===== src/hw/rtl/tcf_pkg.sv =====
// ----------------------------------------------------------------------------
// tcf_pkg: shared types and constants
// Fixed-point constants, arctangent table and the payload structs that
// travel through the characteristic function pipeline.
// ----------------------------------------------------------------------------
package tcf_pkg;

  localparam int unsigned PH_W      = 64;   // phase, Q32.32
  localparam int unsigned ANG_W     = 36;   // reduced phase
  localparam int unsigned CW        = 34;   // CORDIC datapath
  localparam int unsigned REM_W     = 130;  // scaled numerator magnitude
  localparam int unsigned DEN_W     = 160;  // denominator, units of 2^-80
  localparam int unsigned CMP_W     = 192;  // divider compare width
  localparam int unsigned MOD_STEPS = 29;   // restoring reduction steps
  localparam int unsigned NUM_SHIFT = 67;
  localparam int unsigned ATAN_N    = 30;

  localparam logic [PH_W-1:0]         TWO_PI_Q32 = 64'd26986075409;
  localparam logic [PH_W-1:0]         PH_OFS     = TWO_PI_Q32 << 28;
  localparam logic signed [ANG_W-1:0] TWO_PI_S   = 36'sd26986075409;
  localparam logic signed [ANG_W-1:0] PI_S       = 36'sd13493037705;
  localparam logic signed [ANG_W-1:0] HALF_PI_S  = 36'sd6746518852;
  localparam logic signed [CW-1:0]    CORDIC_GAIN = 34'sd652032874;

  localparam logic [31:0] ATAN_TAB [ATAN_N] = '{
    32'd843314857, 32'd497837830, 32'd263043837, 32'd133525159, 32'd67021687,
    32'd33543515, 32'd16775851, 32'd8388437, 32'd4194283, 32'd2097149,
    32'd1048576, 32'd524288, 32'd262144, 32'd131072, 32'd65536, 32'd32768,
    32'd16384, 32'd8192, 32'd4096, 32'd2048, 32'd1024, 32'd512, 32'd256,
    32'd128, 32'd64, 32'd32, 32'd16, 32'd8, 32'd4, 32'd2};

  typedef struct packed {
    logic signed [CW-1:0] x;
    logic signed [CW-1:0] y;
    logic signed [CW-1:0] z;
    logic                 flip;
  } cordic_t;

  typedef struct packed {
    logic [REM_W-1:0] rem;
    logic [31:0]      quo;
    logic [DEN_W-1:0] den;
    logic             over;
    logic             pos;
    logic             inv;
  } div_t;

  typedef struct packed {
    logic             inv;
    logic [31:0]      wba;
    logic [31:0]      wca;
    logic [31:0]      wbc;
    logic [DEN_W-1:0] den;
  } side_t;

endpackage


===== src/hw/rtl/tcf_div_cell.sv =====
// ----------------------------------------------------------------------------
// tcf_div_cell: one quotient bit of restoring division
// Resolves quotient bit BIT by a compare and subtract of the shifted divisor.
// ----------------------------------------------------------------------------
module tcf_div_cell #(
  parameter int unsigned BIT = 0
) (
  input  logic           clk_i,
  input  logic           en_i,
  input  tcf_pkg::div_t  d_i,
  output tcf_pkg::div_t  q_o
);
  import tcf_pkg::*;

  logic [CMP_W-1:0] rem_ext, den_sh, diff;
  div_t             cell_d, cell_q;

  always_comb begin
    rem_ext = CMP_W'(d_i.rem);
    den_sh  = CMP_W'(d_i.den) << BIT;
    diff    = rem_ext - den_sh;
    cell_d  = d_i;
    if (rem_ext >= den_sh) begin
      cell_d.rem      = diff[REM_W-1:0];
      cell_d.quo[BIT] = 1'b1;
    end
  end

  always_ff @(posedge clk_i) begin
    if (en_i) begin
      cell_q <= cell_d;
    end
  end

  assign q_o = cell_q;
endmodule


===== config.mk =====
export PLATFORM = sky130hd
export DESIGN_NAME = tcf_div_cell
export DESIGN_NICKNAME = d
export VERILOG_FILES = /design/src/hw/rtl/tcf_pkg.sv /design/src/hw/rtl/tcf_div_cell.sv
export SDC_FILE = /design/constraint.sdc
export NUM_CORES = 1
export LEC_CHECK = 0
export BUFFER_PORTS_ARGS = -buffer_cell sky130_fd_sc_hd__buf_4
export CAP_MARGIN = 20
export CORE_AREA = 5 5 250 252
export CTS_CLUSTER_DIAMETER = 100
export DETAILED_ROUTE_END_ITERATION = 8
export DIE_AREA = 0 0 255 257
export SLEW_MARGIN = 20
export SYNTH_ARGS = -nofsm -noshare
export SYNTH_HDL_FRONTEND = slang
export SYNTH_SLANG_ARGS = --single-unit

===== constraint.sdc =====
create_clock -name clk_i -period 10.42 [get_ports clk_i]
set_clock_uncertainty 0.05 [all_clocks]
set_input_delay 3.126 -clock clk_i [delete_from_list [all_inputs] [get_ports clk_i]]
set_output_delay 3.126 -clock clk_i [all_outputs]
set_load 0.02 [all_outputs]

==> results.ini <==
[yosys]
synth_ff_type=edfxtp_1
syn_inst=2179
synth_edf_count=325
syn-num-nets=2637
yosysWarnings=0
syn_area_per_cell_um2=9.46
yosysSeqAreaShare_pct=47.3
synthArstFlopShare_pct=0
netlist_area_um2=20600
yosys_register_bits=325
synth_cell_type_count=68

[cts]
cts_buffers=41
cts.htree.levels=2
cts.clk_slew.worst_paths_ns=0.06
cts_root_buf=clkbuf_16
post-cts-setup-buffers=0
cts_hold_buf=0
cts_tree=yes
post_cts_resized=0
cts_buffer_depth=3
cts.sinks=325

[timing]
fin_crit_ns=7.60
finalCritPeriodShare_pct=72.9
fmax_mhz=132
hold_viol_final=0
fin_tns_setup_ns=0
setup_viol=0
relSlewSlack_pct=23.3
drv_slew=0
rsz0062_at_grt=false
holdWs_ns=2.69
tightest_slew_ns=1.15

[routing]
num_vias=19432
drt_wl_total_mm=83.3
dr.first_iter.drc_count=1574
antenna_left=0
first_pass_iters=5
drc=0
viasPerCell=5.39
wl_per_cell_um=23.1

[pwr]
p_total_mw=4.09
power.density_nw_per_um2=149
max-vdd-ir-drop_mv=0.115
power_leakage_nw=12.0

[place]
place_congestion=0.976
placed_cell_area_um2=26200
hpwlAfterDp_mm=68.7
portBuffers=651

[cells_and_area]
fillers=5837
final_cell_mix=654 x buf_4, 325 x edfxtp_1, 303 x nand2_1
final_common_cell=buf_4
drive_gt1_share_pct=26.4
layout.nets=3247
largest_reg_flops=325
final_cell_area_um2=27400
utilization_pct=45.8
area.growth.synth_to_final_pct=33.1

[setup_path]
cp_data_required_time_ns=10.65
worst-path-max-fanout=6
criticalPathCategory=in2reg
critPathLaunchType=input port
critPathArrivalTime_ns=7.82
worstSetupEndpointType=flip-flop

[global_routing]
antenna_found_initial=3
grt_max_degree=151
grt.overflow.total=0
grt_pass1_wl_mm=121
grt_pass1_vias=19112
grt_use_total_pct=23.8

[floorplan]
core_region_area_um2=59900
rows=90
die_w_um=255
start_util_pct=34.4
die-area_um2=65500
num_io_pins=652
die_y_um=257

[flow_run]
cap_violations=0

[hold_path]
hold_class=in2reg

[status]
outcome=completed

worst paths after layout:
| path | start | endpoint | slack [ns] | cells past startpoint |
|---|---|---|---|---|
| worst max-delay path | d_i[13] | q_o[324]$_DFFE_PP_ | 2.82 | 15 |
| worst min-delay path | d_i[188] | q_o[188]$_DFFE_PP_ | 2.69 | 1 |
critical path: stages:
cell       delay, ns
buf_4           0.09
inv_1           0.03
ha_1            0.37
a21oi_1         0.24
o21a_1          0.19
nor2_1          0.07
nor4_1          0.59
a2111oi_1       0.35
o41ai_2         0.72
o2bb2ai_1       0.39
a2111oi_0       0.64
o21ai_1         0.22
a221oi_1        0.54
xor2_1          0.19
o21ai_0         0.09
per-stage QoR:
step / setup WS, ns / cells
after floorplan: 3.86 / 2179
after global placement: 2.52 / 3527
after detailed placement: 2.45 / 3527
after CTS: 3.04 / 3600
after global routing: 2.71 / 3602
final: 2.82 / 3602
cell type report:
type                    count  area (um2)  share of cell area, %
inverters                 165         619                   2.26
diodes                      1        2.50                0.00912
clock buffers              51        1060                   3.88
repair buffers            658        4980                   18.1
flip-flops and latches    325        9760                   35.6
multi-input cells        1598        9830                   35.8
well taps                 782         978                   3.57
clock inverters            22         203                  0.739
synth_stat cells, types with 17 or more instances:
cell type	n	share of area [%]
xnor2_1	76	3.2
o21ai_1	56	1.4
a21o_1	54	2.0
o21a_1	17	0.62
nand2_1	303	5.5
nor3_1	35	0.85
xor2_1	48	2.0
inv_1	165	3.0
clkbuf_1	72	1.3
nand3_1	22	0.53
ha_1	130	7.9
o21ai_0	209	5.1
edfxtp_1	325	47
nor2_1	139	2.5
nand4_1	65	2.0
a21oi_1	225	5.5
o21bai_1	40	1.5
where the power goes:
group          internal, mW  leakage, nW  switching [mW]
clock                 0.800        0.616           0.573
combinational         0.437         8.17           0.694
sequential             1.56         3.18          0.0337
metal layers:
layer / vias to the layer above / share of wire [%] / global-route usage, %
met5: - / 0.038 / 0
met4: 4 / 2.7 / 6.23
met3: 126 / 7.9 / 5.08
met2: 872 / 48 / 41.1
met1: 9296 / 41 / 30.4
li1: 9134 / - / -
cell families after synthesis:
| logic type | count (synthesis) | share of synthesized area [%] |
|---|---|---|
| simple gates | 636 | 13.7 |
| flops | 325 | 47.3 |
| compound gates | 702 | 20.3 |
| buf+inv | 256 | 5.02 |
| fa+ha+maj | 131 | 7.99 |
| mux | 5 | 0.364 |
| xor+xnor | 124 | 5.27 |
Note: power is estimated with default switching activity, not from simulation.
