File: config.mk
export PLATFORM = sky130hd
export DESIGN_NAME = tcf_mod_cell
export DESIGN_NICKNAME = d
export VERILOG_FILES = /design/src/hw/rtl/tcf_pkg.sv /design/src/hw/rtl/tcf_mod_cell.sv
export SDC_FILE = /design/constraint.sdc
export NUM_CORES = 1
export LEC_CHECK = 0
export ABC_AREA = 1
export BUFFER_PORTS_ARGS = -buffer_cell sky130_fd_sc_hd__buf_4
export CORE_UTILIZATION = 26
export DETAILED_ROUTE_END_ITERATION = 7
export GPL_ROUTABILITY_DRIVEN = 1
export SLEW_MARGIN = 20
export SYNTH_ARGS = -nofsm -noshare
export SYNTH_HDL_FRONTEND = slang
export SYNTH_SLANG_ARGS = --single-unit
File: constraint.sdc
create_clock -name clk_i -period 2.16 [get_ports clk_i]
set_input_delay 0.108 -clock clk_i [delete_from_list [all_inputs] [get_ports clk_i]]
set_output_delay 0.108 -clock clk_i [all_outputs]
set_load 0.005 [all_outputs]
File: src/hw/rtl/tcf_pkg.sv
// ----------------------------------------------------------------------------
// tcf_pkg: shared types and constants
// Fixed-point constants, arctangent table and the payload structs that
// travel through the characteristic function pipeline.
// ----------------------------------------------------------------------------
package tcf_pkg;

  localparam int unsigned PH_W      = 64;   // phase, Q32.32
  localparam int unsigned ANG_W     = 36;   // reduced phase
  localparam int unsigned CW        = 34;   // CORDIC datapath
  localparam int unsigned REM_W     = 130;  // scaled numerator magnitude
  localparam int unsigned DEN_W     = 160;  // denominator, units of 2^-80
  localparam int unsigned CMP_W     = 192;  // divider compare width
  localparam int unsigned MOD_STEPS = 29;   // restoring reduction steps
  localparam int unsigned NUM_SHIFT = 67;
  localparam int unsigned ATAN_N    = 30;

  localparam logic [PH_W-1:0]         TWO_PI_Q32 = 64'd26986075409;
  localparam logic [PH_W-1:0]         PH_OFS     = TWO_PI_Q32 << 28;
  localparam logic signed [ANG_W-1:0] TWO_PI_S   = 36'sd26986075409;
  localparam logic signed [ANG_W-1:0] PI_S       = 36'sd13493037705;
  localparam logic signed [ANG_W-1:0] HALF_PI_S  = 36'sd6746518852;
  localparam logic signed [CW-1:0]    CORDIC_GAIN = 34'sd652032874;

  localparam logic [31:0] ATAN_TAB [ATAN_N] = '{
    32'd843314857, 32'd497837830, 32'd263043837, 32'd133525159, 32'd67021687,
    32'd33543515, 32'd16775851, 32'd8388437, 32'd4194283, 32'd2097149,
    32'd1048576, 32'd524288, 32'd262144, 32'd131072, 32'd65536, 32'd32768,
    32'd16384, 32'd8192, 32'd4096, 32'd2048, 32'd1024, 32'd512, 32'd256,
    32'd128, 32'd64, 32'd32, 32'd16, 32'd8, 32'd4, 32'd2};

  typedef struct packed {
    logic signed [CW-1:0] x;
    logic signed [CW-1:0] y;
    logic signed [CW-1:0] z;
    logic                 flip;
  } cordic_t;

  typedef struct packed {
    logic [REM_W-1:0] rem;
    logic [31:0]      quo;
    logic [DEN_W-1:0] den;
    logic             over;
    logic             pos;
    logic             inv;
  } div_t;

  typedef struct packed {
    logic             inv;
    logic [31:0]      wba;
    logic [31:0]      wca;
    logic [31:0]      wbc;
    logic [DEN_W-1:0] den;
  } side_t;

endpackage

File: src/hw/rtl/tcf_mod_cell.sv
// ----------------------------------------------------------------------------
// tcf_mod_cell: one step of phase reduction
// Subtracts 2*pi scaled by 2^SHIFT when the phase is at or above it.
// ----------------------------------------------------------------------------
module tcf_mod_cell #(
  parameter int unsigned SHIFT = 0
) (
  input  logic                     clk_i,
  input  logic                     en_i,
  input  logic [tcf_pkg::PH_W-1:0] ph_i,
  output logic [tcf_pkg::PH_W-1:0] ph_o
);
  import tcf_pkg::*;

  localparam logic [PH_W-1:0] STEP_VAL = TWO_PI_Q32 << SHIFT;

  logic [PH_W-1:0] ph_d, ph_q;

  always_comb begin
    ph_d = (ph_i >= STEP_VAL) ? ph_i - STEP_VAL : ph_i;
  end

  always_ff @(posedge clk_i) begin
    if (en_i) begin
      ph_q <= ph_d;
    end
  end

  assign ph_o = ph_q;
endmodule

==> out/results.tsv <==
stage	metric	value	unit
global_route	grt.total_usage	19.30	%
critical_path	crit_path_end_kind	flop	
floorplanning	die_height	147.6	µm
critical_path	path_cells	buf_4, nor2_1, nand2_1, nand2_1, nor2_1, nor2_2, nand2_1, a21oi_2, nand3_2, buf_12, o21ai_0	
critical_path	cp.required	2280	ps
pwr	max-vdd-ir-drop	0.3615	mV
placed_design	place_congestion	0.9616	
min_path	min_to	ph_o[18]	
placed_design	portBuffers	129	
drt	dr.pass1.iters	8	
floorplanning	die_width	147.6	µm
critical_path	cp_slowest_cell	o21ai_0	
placed_design	dp_cells	1282	
floorplanning	start_util	26.90	%
sta	tns	0	ps
cells_and_area	fillCellCount	2273	
drt	drt-vias-per-instance	4.679	
sta	period_share	79.25	%
critical_path	worstPathArrival	1830	ps
clocking	cts_tree	built	
synth	yosys.area.top_type_share	34.85	%
synth	synthesis.nets	942	
pwr	p_leak	3.294	nW
drt	vias	6073	
critical_path	cp_common_cell	nand2_1	
pwr	power_switching	0.001093	W
pwr	power.density	516.2	nW/µm²
synth	synth_area_leader_cell	edfxtp_1	
drt	drt-total-wl	20840	µm
drt	routedWlPerCell	16.06	µm
synth	yosysSeqAreaShare	34.85	%
sta	whs	51.84	ps
cells_and_area	stdcell_count	1298	
pwr	combPwrFrac	21.7	%
min_path	hold_depth	3	
clocking	cts_num_sinks	64	
pwr	swShare	29.48	%
status	outcome	finished clean	
synth	syn_area	5514	µm²
sta	max_freq	584.2	MHz
clocking	cts-buffers-inserted	9	
synth	synth_seq_cells	64	
cells_and_area	mostFrequentLayoutCells	nand2_1 (343), buf_4 (146), nor2_1 (131), inv_1 (97), edfxtp_1 (64)	
flow_run	drv_cap	0	
drt	drt_iter0_drc	539	
clocking	cts_hold_buf	0	
critical_path	slowest_delay	320	ps
cells_and_area	diodes	0	
synth	yosys_warnings	0	
sta	rsz0062_at_grt	no	
critical_path	crit_type	primary input to flop	
synth	synthTopCellsByArea	edfxtp_1 (35%), nand2_1 (23%), nor2_1 (9.0%), inv_1 (6.6%), nand3_1 (5.5%)	
cells_and_area	largest_reg_flops	64	
cells_and_area	synthToLayoutAreaGrowth	30.32	%
synth	syn_area_per_cell	6.309	µm²
synth	syn_inst	874	
pwr	pwr-share-clk	36.9	%
pwr	p_int	0.002616	W
sta	slew_violations	0	
floorplanning	die_area	21790	µm²
cells_and_area	nNetsFinal	1091	
sta	hold_viol	0	
sta	maxSlewHeadroom	67.59	%
global_route	grt_pass1_wl	31480	µm
drt	drtAntennaViolNets	0	
sta	setup_viol	0	
sta	fin_crit	1712	ps
global_route	antenna_found_initial	0	
sta	tightest_slew	481.0	ps
clocking	clockBufferDepth	2	
critical_path	start_kind	primary input	
cells_and_area	final_common_cell	nand2_1	
pwr	power_frac_seq	41.4	%
floorplanning	ioPinCount	130	
min_path	hp-class	primary input to flop	
critical_path	critPathMaxFanout	41	
clocking	clkTransAtPathRegs	70	ps
floorplanning	rows	52	
placed_design	post-dp-hpwl	17350	µm
cells_and_area	final_area	7186	µm²
drt	drc	0	
floorplanning	core-area	20490	µm²
clocking	postCtsSetupBuffers	0	
clocking	cts_resized	0	
min_path	worstHoldStart	ph_i[18]	
global_route	grt_max_degree	42	
cells_and_area	layout-drive-gt1-share	19.65	%
global_route	grt_pass1_vias	5794	
clocking	cts_root_buffer	clkbuf_16	
placed_design	placed_area	6922	µm²
global_route	grt_overflow_total	0	
synth	synth.distinct_cells	30	
clocking	htree_num_levels	3	
[critical path: cells and delay by family]
kind                   cells  cell delay [ps]
AOI/OAI and AO/OA          2              510
buffers and inverters      2              340
and+or+nand+nor            7              870
[cell type report]
class / instances / area, µm² / share of cell area, %
tap: 270 / 337.8 / 4.701
clock inverter: 7 / 38.79 / 0.5398
multi-input combinational: 693 / 3105 / 43.22
timing repair buffer: 149 / 1156 / 16.09
clock buffer: 9 / 225.2 / 3.134
inverter: 106 / 400.4 / 5.572
sequential: 64 / 1922 / 26.75
[worst max-delay path by stage]
stage               startpoint  endpoint  cells after the start
floorplan              ph_i[1]  ph_o[47]                     13
global placement       ph_i[1]  ph_o[50]                     13
detailed placement     ph_i[1]  ph_o[50]                     13
CTS                    ph_i[1]  ph_o[50]                     13
global route          ph_i[28]  ph_o[23]                     11
finish                ph_i[25]  ph_o[23]                     11
[cells in the mapped netlist]
master / number
nand2_1: 343
nor2_1: 132
inv_1: 97
edfxtp_1: 64
nand3_1: 61
a21oi_1: 34
o21ai_0: 28
nand3b_1: 19
xor2_1: 14
nand4_1: 13
nor3_1: 13
a21oi_2: 11
inv_2: 8
nor2_2: 8
buf_2: 5
buf_6: 5
ha_1: 2
nand2_2: 2
nand3_2: 2
nor2b_1: 2
or2_2: 2
a21o_1: 1
and2_1: 1
and2_2: 1
and2_4: 1
buf_4: 1
inv_4: 1
nand3_4: 1
o31ai_1: 1
xnor2_1: 1
[kinds of logic (layout without fill, tap and decap cells)]
kind of cell	Yosys count	count (layout)	synth area share (%)
adder cells (fa/ha/maj)	2	2	0.4538
buffers and inverters	117	271	8.872
AND/OR/NAND/NOR	601	601	45.79
AO/OA/AOI/OAI	75	75	7.647
flip-flops	64	64	34.85
XOR/XNOR	15	15	2.383
[metrics by stage]
stage               power, W  utilization [%]  worst slack, ps
floorplan           0.001884                -            545.6
global placement    0.002365            33.77            161.9
detailed placement  0.002365            33.77            141.4
CTS                 0.003749            35.06            488.7
global route        0.003896            35.06            350.1
finish              0.003709            35.06            448.1
[per-layer routing]
| layer | GRT usage, % | vias up | wire (µm) |
|---|---|---|---|
| li1 | - | 3088 | - |
| met1 | 26.09 | 2788 | 9806 |
| met2 | 31.49 | 169 | 9523 |
| met3 | 2.932 | 28 | 1075 |
| met4 | 6.134 | 0 | 435 |
| met5 | 0 | - | 0 |
[power groups by stage]
stage | Combinational (W) | Sequential (W) | Clock (W)
final | 0.000803 | 0.00154 | 0.00137
after global routing | 0.000888 | 0.00155 | 0.00146
after CTS | 0.000803 | 0.00154 | 0.00140
after detailed placement | 0.000800 | 0.00156 | 0
after global placement | 0.000799 | 0.00157 | 0
after floorplan | 0.000311 | 0.00157 | 0
Power figures use the tool's default switching activity.
