$ cat config.mk
export PLATFORM = sky130hd
export DESIGN_NAME = tcf_cordic_cell
export DESIGN_NICKNAME = d
export VERILOG_FILES = /design/src/hw/rtl/tcf_pkg.sv /design/src/hw/rtl/tcf_cordic_cell.sv
export SDC_FILE = /design/constraint.sdc
export NUM_CORES = 1
export LEC_CHECK = 0
export BUFFER_PORTS_ARGS = -buffer_cell sky130_fd_sc_hd__buf_2
export CAP_MARGIN = 20
export CORE_MARGIN = 2
export CORE_UTILIZATION = 50
export CTS_CLUSTER_DIAMETER = 150
export DETAILED_ROUTE_END_ITERATION = 16
export GPL_ROUTABILITY_DRIVEN = 0
export PLACE_DENSITY = 0.84
export SLEW_MARGIN = 5
export SYNTH_ARGS = -nofsm -noshare
export SYNTH_HDL_FRONTEND = slang
export SYNTH_SLANG_ARGS = --single-unit
$ cat constraint.sdc
create_clock -name clk_i -period 5.66 [get_ports clk_i]
set_input_delay 0.566 -clock clk_i [delete_from_list [all_inputs] [get_ports clk_i]]
set_output_delay 0.566 -clock clk_i [all_outputs]
set_load 0.01 [all_outputs]
$ cat src/hw/rtl/tcf_pkg.sv
// ----------------------------------------------------------------------------
// tcf_pkg: shared types and constants
// Fixed-point constants, arctangent table and the payload structs that
// travel through the characteristic function pipeline.
// ----------------------------------------------------------------------------
package tcf_pkg;

  localparam int unsigned PH_W      = 64;   // phase, Q32.32
  localparam int unsigned ANG_W     = 36;   // reduced phase
  localparam int unsigned CW        = 34;   // CORDIC datapath
  localparam int unsigned REM_W     = 130;  // scaled numerator magnitude
  localparam int unsigned DEN_W     = 160;  // denominator, units of 2^-80
  localparam int unsigned CMP_W     = 192;  // divider compare width
  localparam int unsigned MOD_STEPS = 29;   // restoring reduction steps
  localparam int unsigned NUM_SHIFT = 67;
  localparam int unsigned ATAN_N    = 30;

  localparam logic [PH_W-1:0]         TWO_PI_Q32 = 64'd26986075409;
  localparam logic [PH_W-1:0]         PH_OFS     = TWO_PI_Q32 << 28;
  localparam logic signed [ANG_W-1:0] TWO_PI_S   = 36'sd26986075409;
  localparam logic signed [ANG_W-1:0] PI_S       = 36'sd13493037705;
  localparam logic signed [ANG_W-1:0] HALF_PI_S  = 36'sd6746518852;
  localparam logic signed [CW-1:0]    CORDIC_GAIN = 34'sd652032874;

  localparam logic [31:0] ATAN_TAB [ATAN_N] = '{
    32'd843314857, 32'd497837830, 32'd263043837, 32'd133525159, 32'd67021687,
    32'd33543515, 32'd16775851, 32'd8388437, 32'd4194283, 32'd2097149,
    32'd1048576, 32'd524288, 32'd262144, 32'd131072, 32'd65536, 32'd32768,
    32'd16384, 32'd8192, 32'd4096, 32'd2048, 32'd1024, 32'd512, 32'd256,
    32'd128, 32'd64, 32'd32, 32'd16, 32'd8, 32'd4, 32'd2};

  typedef struct packed {
    logic signed [CW-1:0] x;
    logic signed [CW-1:0] y;
    logic signed [CW-1:0] z;
    logic                 flip;
  } cordic_t;

  typedef struct packed {
    logic [REM_W-1:0] rem;
    logic [31:0]      quo;
    logic [DEN_W-1:0] den;
    logic             over;
    logic             pos;
    logic             inv;
  } div_t;

  typedef struct packed {
    logic             inv;
    logic [31:0]      wba;
    logic [31:0]      wca;
    logic [31:0]      wbc;
    logic [DEN_W-1:0] den;
  } side_t;

endpackage

$ cat src/hw/rtl/tcf_cordic_cell.sv
// ----------------------------------------------------------------------------
// tcf_cordic_cell: one CORDIC rotation step
// Rotates x/y by the arctangent of 2^-STEP toward zero residual angle.
// ----------------------------------------------------------------------------
module tcf_cordic_cell #(
  parameter int unsigned STEP = 0
) (
  input  logic              clk_i,
  input  logic              en_i,
  input  tcf_pkg::cordic_t  d_i,
  output tcf_pkg::cordic_t  q_o
);
  import tcf_pkg::*;

  localparam logic signed [CW-1:0] ANG = $signed({{(CW-32){1'b0}}, ATAN_TAB[STEP]});

  cordic_t cell_d, cell_q;

  always_comb begin
    cell_d = d_i;
    if (d_i.z >= 0) begin
      cell_d.x = d_i.x - (d_i.y >>> STEP);
      cell_d.y = d_i.y + (d_i.x >>> STEP);
      cell_d.z = d_i.z - ANG;
    end else begin
      cell_d.x = d_i.x + (d_i.y >>> STEP);
      cell_d.y = d_i.y - (d_i.x >>> STEP);
      cell_d.z = d_i.z + ANG;
    end
  end

  always_ff @(posedge clk_i) begin
    if (en_i) begin
      cell_q <= cell_d;
    end
  end

  assign q_o = cell_q;
endmodule

==> results.py, run 1 <==
metrics = {
    "clock_tree": {
        "postCtsSetupBuffers": 0,
        "htree_levels": 3,
        "cts_max_path_buffers": 2,
        "ctsHoldBuffers": 0,
        "post_cts_resize_count": 0,
        "clk_pin_slew_worst_paths_ps": 70,
        "cts_tree": "built",
        "root_buffer": "clkbuf_16",
        "cts_buffers": 9,
        "cts.sinks": 102,
    },
    "critical_path": {
        "crit_buf_inv": 3,
        "criticalPathCategory": "in -> reg",
        "crit_chain": "buf_2, inv_1, ha_1, nor4b_1, nand4_1, nor4_1, and4_1, nand2b_2, buf_4, ha_1, a211oi_1, o21bai_1, a211oi_2, a311oi_2, a221o_1, or3_4, a31oi_4, o21ai_2, xor2_1",
        "worst_ep_arrival_time_ps": 4840,
        "cp-start-kind": "input pin",
        "cp_top_family": "compound AO/OA/AOI/OAI gates",
        "crit_required_ps": 5760,
        "endpoint_kind": "register",
        "critPathSlowestCell": "a221o_1",
        "max_stage_delay_ps": 400,
        "critPathMaxFanout": 31,
        "cp_common_cell": "ha_1",
    },
    "placed_design": {
        "hpwl_um": 23800,
        "pre_cts_ws_ps": 559,
        "numPortBuffers": 207,
    },
    "synth": {
        "syn-cell-area_um2": 10600,
        "mappedNetlistNets": 1487,
        "syn_avg_cell_area_um2": 8.54,
        "synth_ff_type": "edfxtp_1",
        "synth_warnings": 0,
        "synth_seq_cells": 102,
        "synth_area_leader_cell": "edfxtp_1",
        "synth_top_area_share_pct": 28.8,
        "synth_cell_types": 74,
        "synthArstFlopShare_pct": 0,
        "synth_edf_count": 102,
        "synth-seq-area-share_pct": 28.8,
        "syn_inst": 1246,
        "netlist_top_cells_area": "edfxtp_1 29%, ha_1 16%, a21oi_1 6.5%",
    },
    "route": {
        "via_per_inst": 6.06,
        "antenna_left": 0,
        "wl_per_cell_um": 17.8,
        "vias": 10300,
        "drc_errors": 0,
        "drt_wl_total_um": 30300,
        "firstDrtPassIters": 6,
        "drt_iter0_markers": 1122,
    },
    "power": {
        "pwr-share-comb_pct": 40.8,
        "p_sw_uw": 1040,
        "swShare_pct": 36.7,
        "cellPowerDensity_nw_per_um2": 233,
        "leakagePower_uw": 0.00544,
        "p_int_uw": 1790,
        "vdd_drop_max_v": 0.000120,
        "power_frac_clock_pct": 22.6,
        "seqPwrFrac_pct": 36.6,
    },
    "sta": {
        "drv_slew": 0,
        "final_hold_viol_count": 0,
        "fin_crit_sh_pct": 83.9,
        "setup_viol": 0,
        "slew_headroom_pct": 42.8,
        "period_needed_ps": 4750,
        "worst_slew_pin_slew_ps": 852,
        "rsz0062_at_grt": "no",
        "setup_slack_ps": 914,
        "fmax_mhz": 211,
        "setup_tns_ps": 0,
    },
    "global_routing": {
        "grt-ovfl-total": 0,
        "grt_pass1_wl_um": 47100,
        "met2_usage_pct": 42.9,
        "grtUsageMet3_pct": 4.30,
        "grt_max_degree": 56,
        "met1_usage_pct": 33.8,
        "grtUsageTotal_pct": 26.1,
        "grt_pass1_vias": 9603,
        "antenna_found_initial": 0,
        "grt_busiest_layer": "met2",
    },
    "floorplan": {
        "start_util_pct": 50.8,
        "dieArea_um2": 22500,
        "core-area_um2": 21000,
        "ios": 208,
        "num_rows": 53,
        "dieWidth_um": 150,
        "fp.dieH_um": 150,
    },
    "final_layout": {
        "area_growth_pct": 14.1,
        "largest_register_ffs": 102,
        "regArea_um2": 3060,
        "layout-drive-gt1-share_pct": 17.5,
        "multiInputGateArea_um2": 6930,
        "fin_nets": 1660,
        "fillers": 1873,
        "n_antenna_cell": 0,
    },
    "min_path": {
        "worst_hold_path_type": "in -> reg",
    },
    "run": {
        "cap_viol_max_count": 0,
    },
    "run_status": {
        "status": "complete, no violations",
    },
}
power by group through the flow:
stage	clock network [uW]	logic [uW]	registers, uW
finish	640	1160	1040
global route	675	1260	1050
CTS	651	1140	1040
detailed placement	0	1130	1050
global placement	0	1100	1050
floorplan	0	677	1120
synthesized netlist by cell type, types with 4 or more instances:
library cell / instances
xnor2_1: 74
o221ai_1: 5
o21ai_0: 81
a21oi_1: 139
ha_1: 132
or4_1: 5
and4_1: 6
inv_1: 113
fa_1: 4
nor2_1: 109
o21a_1: 5
o21bai_1: 34
o211ai_1: 12
a21o_1: 39
o31ai_1: 10
buf_1: 8
nand2_1: 64
nand4_1: 12
edfxtp_1: 102
xor2_1: 17
a21boi_0: 6
and2_1: 5
nor3_1: 22
nand3_1: 17
and3_1: 9
buf_2: 14
nand2b_1: 26
a211oi_1: 15
a221oi_1: 6
mux2i_1: 10
a31oi_1: 18
o22ai_1: 7
nor4_1: 12
clkbuf_1: 24
nand3b_1: 5
o31a_1: 4
nor2b_1: 12
final timing paths:
path                 from       to  slack [ps]  cells past startpoint
hold / removal     d_i[0]   q_o[0]         400                      1
setup / recovery  d_i[34]  q_o[30]         910                     19
placed cells by master, fill, tap and decap left out, types with 25 or more instances in the layout:
cell      Yosys  routed
buf_2        14     206
ha_1        132     132
xnor2_1      74      74
inv_1       113     113
nand2b_1     26      25
nand2_1      64      64
nor2_1      109     109
o21bai_1     34      34
o21ai_0      81      81
a21o_1       39      39
edfxtp_1    102     102
a21oi_1     139     139
layer usage:
metal | wire length (um) | up-vias
met2 | 13800 | 623
met3 | 3070 | 87
met1 | 12200 | 4729
li1 | - | 4865
met4 | 1180 | 0
met5 | 0 | -
cell type report:
| class | count | share of cell area (%) |
|---|---|---|
| multi-input cells | 980 | 57.1 |
| flip-flops and latches | 102 | 25.2 |
| repair buffers | 211 | 8.80 |
| inverters | 115 | 3.56 |
| well taps | 275 | 2.83 |
| clock buffers | 9 | 1.86 |
| clock inverters | 7 | 0.588 |
cells by family (layout without fill, tap and decap cells):
group                      Yosys count  in the layout  synth area share [%]
AOI/OAI and AO/OA                  423            423                  25.6
xor gates and xnor gates            91             91                  7.49
DFF                                102            102                  28.8
and+or+nand+nor                    319            319                  14.7
adders and majority gates          136            136                  16.3
buffers and inverters              164            342                  6.08
muxes                               11             11                  1.05
through the flow:
step	total power [uW]	instances	hold WS, ps	utilization (%)	instance area (um^2)
6_report	2830	1699	398	57.9	12100
3_5_place_dp	2180	1683	752	56.5	11800
3_3_place_gp	2160	1683	750	56.5	11800
5_1_grt	2980	1699	385	57.9	12100
2_1_floorplan	1800	1246	665	-	10600
4_1_cts	2820	1699	383	57.9	12100
Note: power is estimated with default switching activity, not from simulation.
==> run 2, diff against run 1 <==
- clock period: 5.66 -> 4.4 ns (I/O delays scaled with it)
==> run 2 against run 1 <==
Combinational power rose by 33%. Utilization is 1.7 points higher. Final cell count increased by 2.2%. Final area increased by 3.0%. Non-clock buffer count is 38 higher. Highest routed layer unchanged.
==> results.py, run 2 (synthesized netlist as in run 1, its figures left out) <==
metrics = {
    "global_routing": {
        "grt_pass1_wl_um": 49300,
        "grt-ovfl-total": 0,
        "grt_max_degree": 53,
        "antenna_found_initial": 0,
        "grtUsageTotal_pct": 27.3,
        "grt_pass1_vias": 9951,
    },
    "final_layout": {
        "layout_commonest_cell": "buf_2",
        "final_cells": 1737,
        "area_growth_pct": 17.5,
        "regArea_um2": 3060,
        "layout-drive-gt1-share_pct": 20.2,
        "n_antenna_cell": 0,
        "largest_register_ffs": 102,
        "fillers": 1829,
        "fin_nets": 1698,
        "final_cell_mix": "206 x buf_2, 139 x a21oi_1, 129 x ha_1",
        "multiInputGateArea_um2": 7000,
    },
    "floorplan": {
        "core-area_um2": 21000,
        "start_util_pct": 50.8,
        "fp.dieH_um": 150,
        "dieWidth_um": 150,
        "ios": 208,
        "dieArea_um2": 22500,
        "num_rows": 53,
    },
    "route": {
        "firstDrtPassIters": 6,
        "via_per_inst": 6.07,
        "wl_per_cell_um": 18.0,
        "drc_errors": 0,
        "vias": 10500,
        "drt_iter0_markers": 1402,
        "drt_wl_total_um": 31200,
        "antenna_left": 0,
    },
    "critical_path": {
        "critPathMaxFanout": 8,
        "max_stage_delay_ps": 410,
        "crit_required_ps": 4520,
        "worst_ep_arrival_time_ps": 4180,
        "endpoint_kind": "register",
        "critPathSlowestCell": "a221o_1",
        "crit_chain": "buf_2, inv_1, ha_1, nor4b_2, nand4_1, nor4_1, and4_1, nand2b_2, buf_12, ha_1, and3_1, and3_1, a211oi_2, a311oi_2, a221o_1, or3_4, a31oi_4, o21ai_2, xor2_1",
        "cp-start-kind": "input pin",
        "criticalPathCategory": "in -> reg",
    },
    "placed_design": {
        "pre_cts_ws_ps": -219,
        "hpwl_um": 24600,
        "numPortBuffers": 207,
        "placed_cells": 1721,
    },
    "clock_tree": {
        "cts_max_path_buffers": 2,
        "htree_levels": 3,
        "clk_pin_slew_worst_paths_ps": 80,
        "ctsHoldBuffers": 0,
        "cts_buffers": 9,
        "cts_tree": "built",
        "postCtsSetupBuffers": 0,
        "cts.sinks": 102,
        "root_buffer": "clkbuf_16",
    },
    "sta": {
        "setup_tns_ps": 0,
        "slew_headroom_pct": 44.6,
        "fmax_mhz": 246,
        "rsz0062_at_grt": "no",
        "drv_slew": 0,
        "final_hold_viol_count": 0,
        "setup_slack_ps": 336,
        "worst_slew_pin_slew_ps": 826,
        "setup_viol": 0,
        "holdWs_ps": 248,
        "period_needed_ps": 4060,
        "fin_crit_sh_pct": 92.4,
    },
    "min_path": {
        "hold_end": "q_o[0]",
        "min_from": "d_i[0]",
        "worst_hold_path_type": "in -> reg",
        "worstHoldPathCells": 1,
    },
    "run_status": {
        "status": "complete, no violations",
    },
    "power": {
        "cellPowerDensity_nw_per_um2": 297,
        "vdd_drop_max_v": 0.000156,
        "leakagePower_uw": 0.00563,
    },
    "run": {
        "cap_viol_max_count": 0,
    },
}
-- run 2: cell types whose count changed in the layout (fill, tap and decap cells not counted), sizes merged --
cell      delta
clkinvlp     +1
clkinv       -2
clkbuf       +1
buf         +38
-- run 2: area by class of cell --
type                       count  share of cell area, %
clock inverter                 6                  0.541
clock buffer                  10                   1.83
multi-input combinational    980                   56.0
inverter                     115                   3.47
sequential                   102                   24.5
timing repair buffer         249                   10.9
tap                          275                   2.75
-- run 2: repair_timing --
item	CTS	global route
setup endpoints to repair	0	6
resized for setup	0	8
endpoints found under the hold margin	0	0
-- run 2: power breakdown --
part           switching (uW)  internal [uW]
logic                     924            615
registers                47.2           1290
clock network             396            446
total                    1370           2350
-- run 2: how the worst max path moves through the flow --
| stage | from | endpoint | slack (ps) |
|---|---|---|---|
| final | d_i[34] | q_o[30] | 340 |
| after detailed placement | d_i[34] | q_o[33] | -220 |
| after floorplan | d_i[34] | q_o[30] | 5 |
| after CTS | d_i[34] | q_o[33] | 170 |
| after global placement | d_i[34] | q_o[30] | -50 |
| after global routing | d_i[34] | q_o[30] | 70 |
-- run 2: critical path, delay by kind of cell --
kind	cells	cell delay [ps]
buffers and inverters	3	320
XOR/XNOR	1	150
AO/OA/AOI/OAI	5	1130
adder cells (fa/ha/maj)	2	430
AND/OR/NAND/NOR	8	1680
-- run 2: per-layer routing --
layer	part of all wire (%)	GRT usage [%]	vias up
met5	0	0	-
met4	3.9	11.8	0
met3	9.9	3.51	98
met2	47	45.0	662
met1	40	35.9	4851
li1	-	-	4935
-- run 2: stage by stage --
step	power [uW]	cell area [um^2]	util, %
global placement	2820	12200	58.1
global route	3910	12500	59.6
finish	3720	12500	59.6
floorplan	2320	10700	-
CTS	3690	12500	59.5
detailed placement	2860	12200	58.1
==> run 3, diff against run 2 <==
- BUFFER_PORTS_ARGS: -buffer_cell sky130_fd_sc_hd__buf_2 -> not set
- DONT_BUFFER_PORTS: not set -> 1
- PLACE_DENSITY: 0.84 -> 0.76
- clock period: 4.4 -> 4.1 ns (I/O delays scaled with it)
==> run 3 against run 2 <==
Combinational power fell by 12%. Clock power rose by 6.2%. Worst hold slack got worse by 95 ps. Utilization fell by 2.6 points. First-iteration DRC count fell by 27%. Via count fell by 7.3%. Highest routed layer unchanged.
==> results.py, run 3 (synthesized netlist as in run 1, its figures left out) <==
metrics = {
    "run_status": {
        "status": "complete, no violations",
    },
    "critical_path": {
        "worst_ep_arrival_time_ps": 4120,
        "endpoint_kind": "register",
        "crit_required_ps": 4200,
        "max_stage_delay_ps": 410,
        "cp-start-kind": "input pin",
        "criticalPathCategory": "in -> reg",
        "critPathSlowestCell": "or3_4",
        "crit_chain": "nor4_1, nand4_1, nor4_2, and4_1, nand2b_4, buf_8, buf_12, ha_4, and3_4, and3_4, a211oi_4, a311oi_2, a221o_1, or3_4, a31oi_4, o21ai_2, xor2_1",
        "cp_common_cell": "and3_4",
        "critPathMaxFanout": 6,
    },
    "sta": {
        "worst_slew_pin_slew_ps": 874,
        "drv_slew": 0,
        "slew_headroom_pct": 41.4,
        "fin_crit_sh_pct": 97.9,
        "setup_tns_ps": 0,
        "setup_viol": 0,
        "final_hold_viol_count": 0,
        "period_needed_ps": 4020,
        "fmax_mhz": 249,
    },
    "final_layout": {
        "fin_nets": 1527,
        "layout_commonest_cell": "a21oi_1",
        "n_antenna_cell": 0,
        "area_growth_pct": 12.3,
        "final_cell_mix": "139 x a21oi_1, 122 x ha_1, 111 x inv_1",
        "postLayoutCellArea_um2": 12000,
        "largest_register_ffs": 102,
        "post-route-util_pct": 57.0,
        "layout-drive-gt1-share_pct": 11.2,
    },
    "clock_tree": {
        "root_buffer": "clkbuf_16",
        "cts.sinks": 102,
        "cts_tree": "built",
        "cts_buffers": 9,
        "clk_pin_slew_worst_paths_ps": 70,
        "htree_levels": 3,
        "ctsHoldBuffers": 0,
        "cts_max_path_buffers": 2,
    },
    "floorplan": {
        "fp.dieH_um": 150,
        "start_util_pct": 50.8,
        "dieArea_um2": 22500,
        "ios": 208,
        "dieWidth_um": 150,
        "core-area_um2": 21000,
        "num_rows": 53,
    },
    "route": {
        "drt_iter0_markers": 1027,
        "drt_wl_total_um": 31000,
        "antenna_left": 0,
        "firstDrtPassIters": 6,
        "vias": 9777,
        "drc_errors": 0,
        "wl_per_cell_um": 19.8,
        "via_per_inst": 6.24,
    },
    "power": {
        "p_int_uw": 2440,
        "swShare_pct": 36.2,
        "seqPwrFrac_pct": 41.0,
        "vdd_drop_max_v": 0.000218,
        "leakagePower_uw": 0.00501,
        "total_power_uw": 3820,
        "p_sw_uw": 1380,
        "cellPowerDensity_nw_per_um2": 320,
        "power_frac_clock_pct": 23.4,
        "pwr-share-comb_pct": 35.6,
    },
    "min_path": {
        "worst_hold_path_type": "in -> reg",
    },
    "placed_design": {
        "numPortBuffers": 0,
        "placed_cell_area_um2": 11400,
        "hpwl_um": 23900,
    },
    "run": {
        "cap_viol_max_count": 0,
    },
    "global_routing": {
        "grtUsageTotal_pct": 26.5,
        "grt-ovfl-total": 0,
        "antenna_found_initial": 0,
        "grt_pass1_vias": 9267,
        "grt_max_degree": 103,
        "grt_pass1_wl_um": 47500,
    },
}
[run 3: cell type report]
| cell class | instances | area [um^2] |
|---|---|---|
| tap | 275 | 344 |
| fill | 1832 | 9000 |
| clock inverter | 7 | 71.3 |
| sequential | 102 | 3060 |
| timing repair buffer | 77 | 614 |
| timing repair inverter | 1 | 8.76 |
| multi-input combinational | 980 | 7180 |
| clock buffer | 9 | 225 |
| inverter | 115 | 444 |
[run 3: worst paths after layout]
| path | start | end | slack [ps] | cells after the start |
|---|---|---|---|---|
| min | d_i[0] | q_o[0] | 150 | 0 |
| max | d_i[1] | q_o[30] | 80 | 17 |
[run 3: layer usage]
layer / wire length (um) / vias to the layer above / GRT usage (%)
met2: 14300 / 554 / 43.2
li1: - / 4579 / -
met1: 12300 / 4550 / 34.2
met4: 1120 / 0 / 10.0
met5: 0 / - / 0
met3: 3310 / 94 / 6.25
[run 3: worst max-delay path: cells and delay by family]
family	cells	cell delay [ps]
compound gates	5	1040
xor+xnor	1	150
fa+ha+maj	1	200
buf+inv	2	270
simple gates	8	2040
[run 3: power groups by stage]
stage,Sequential [uW],Combinational [uW],Clock (uW)
global route,1590,1480,943
global placement,1600,1260,0
CTS,1580,1290,903
detailed placement,1600,1280,0
finish,1570,1360,894
floorplan,1550,955,0
[run 3: metrics by stage]
step                      hold slack, ps  worst slack, ps  instances
after CTS                            139             83.4       1557
after global routing                 133            -92.4       1566
after detailed placement             509             -270       1541
after floorplan                      509             -133       1246
after global placement               509             -212       1541
final                                152             84.4       1566
[run 3: repair_timing]
action                     in CTS  in global routing
setup endpoints to repair       0                  9
resized for setup               0                 36
buffers inserted                0                  8
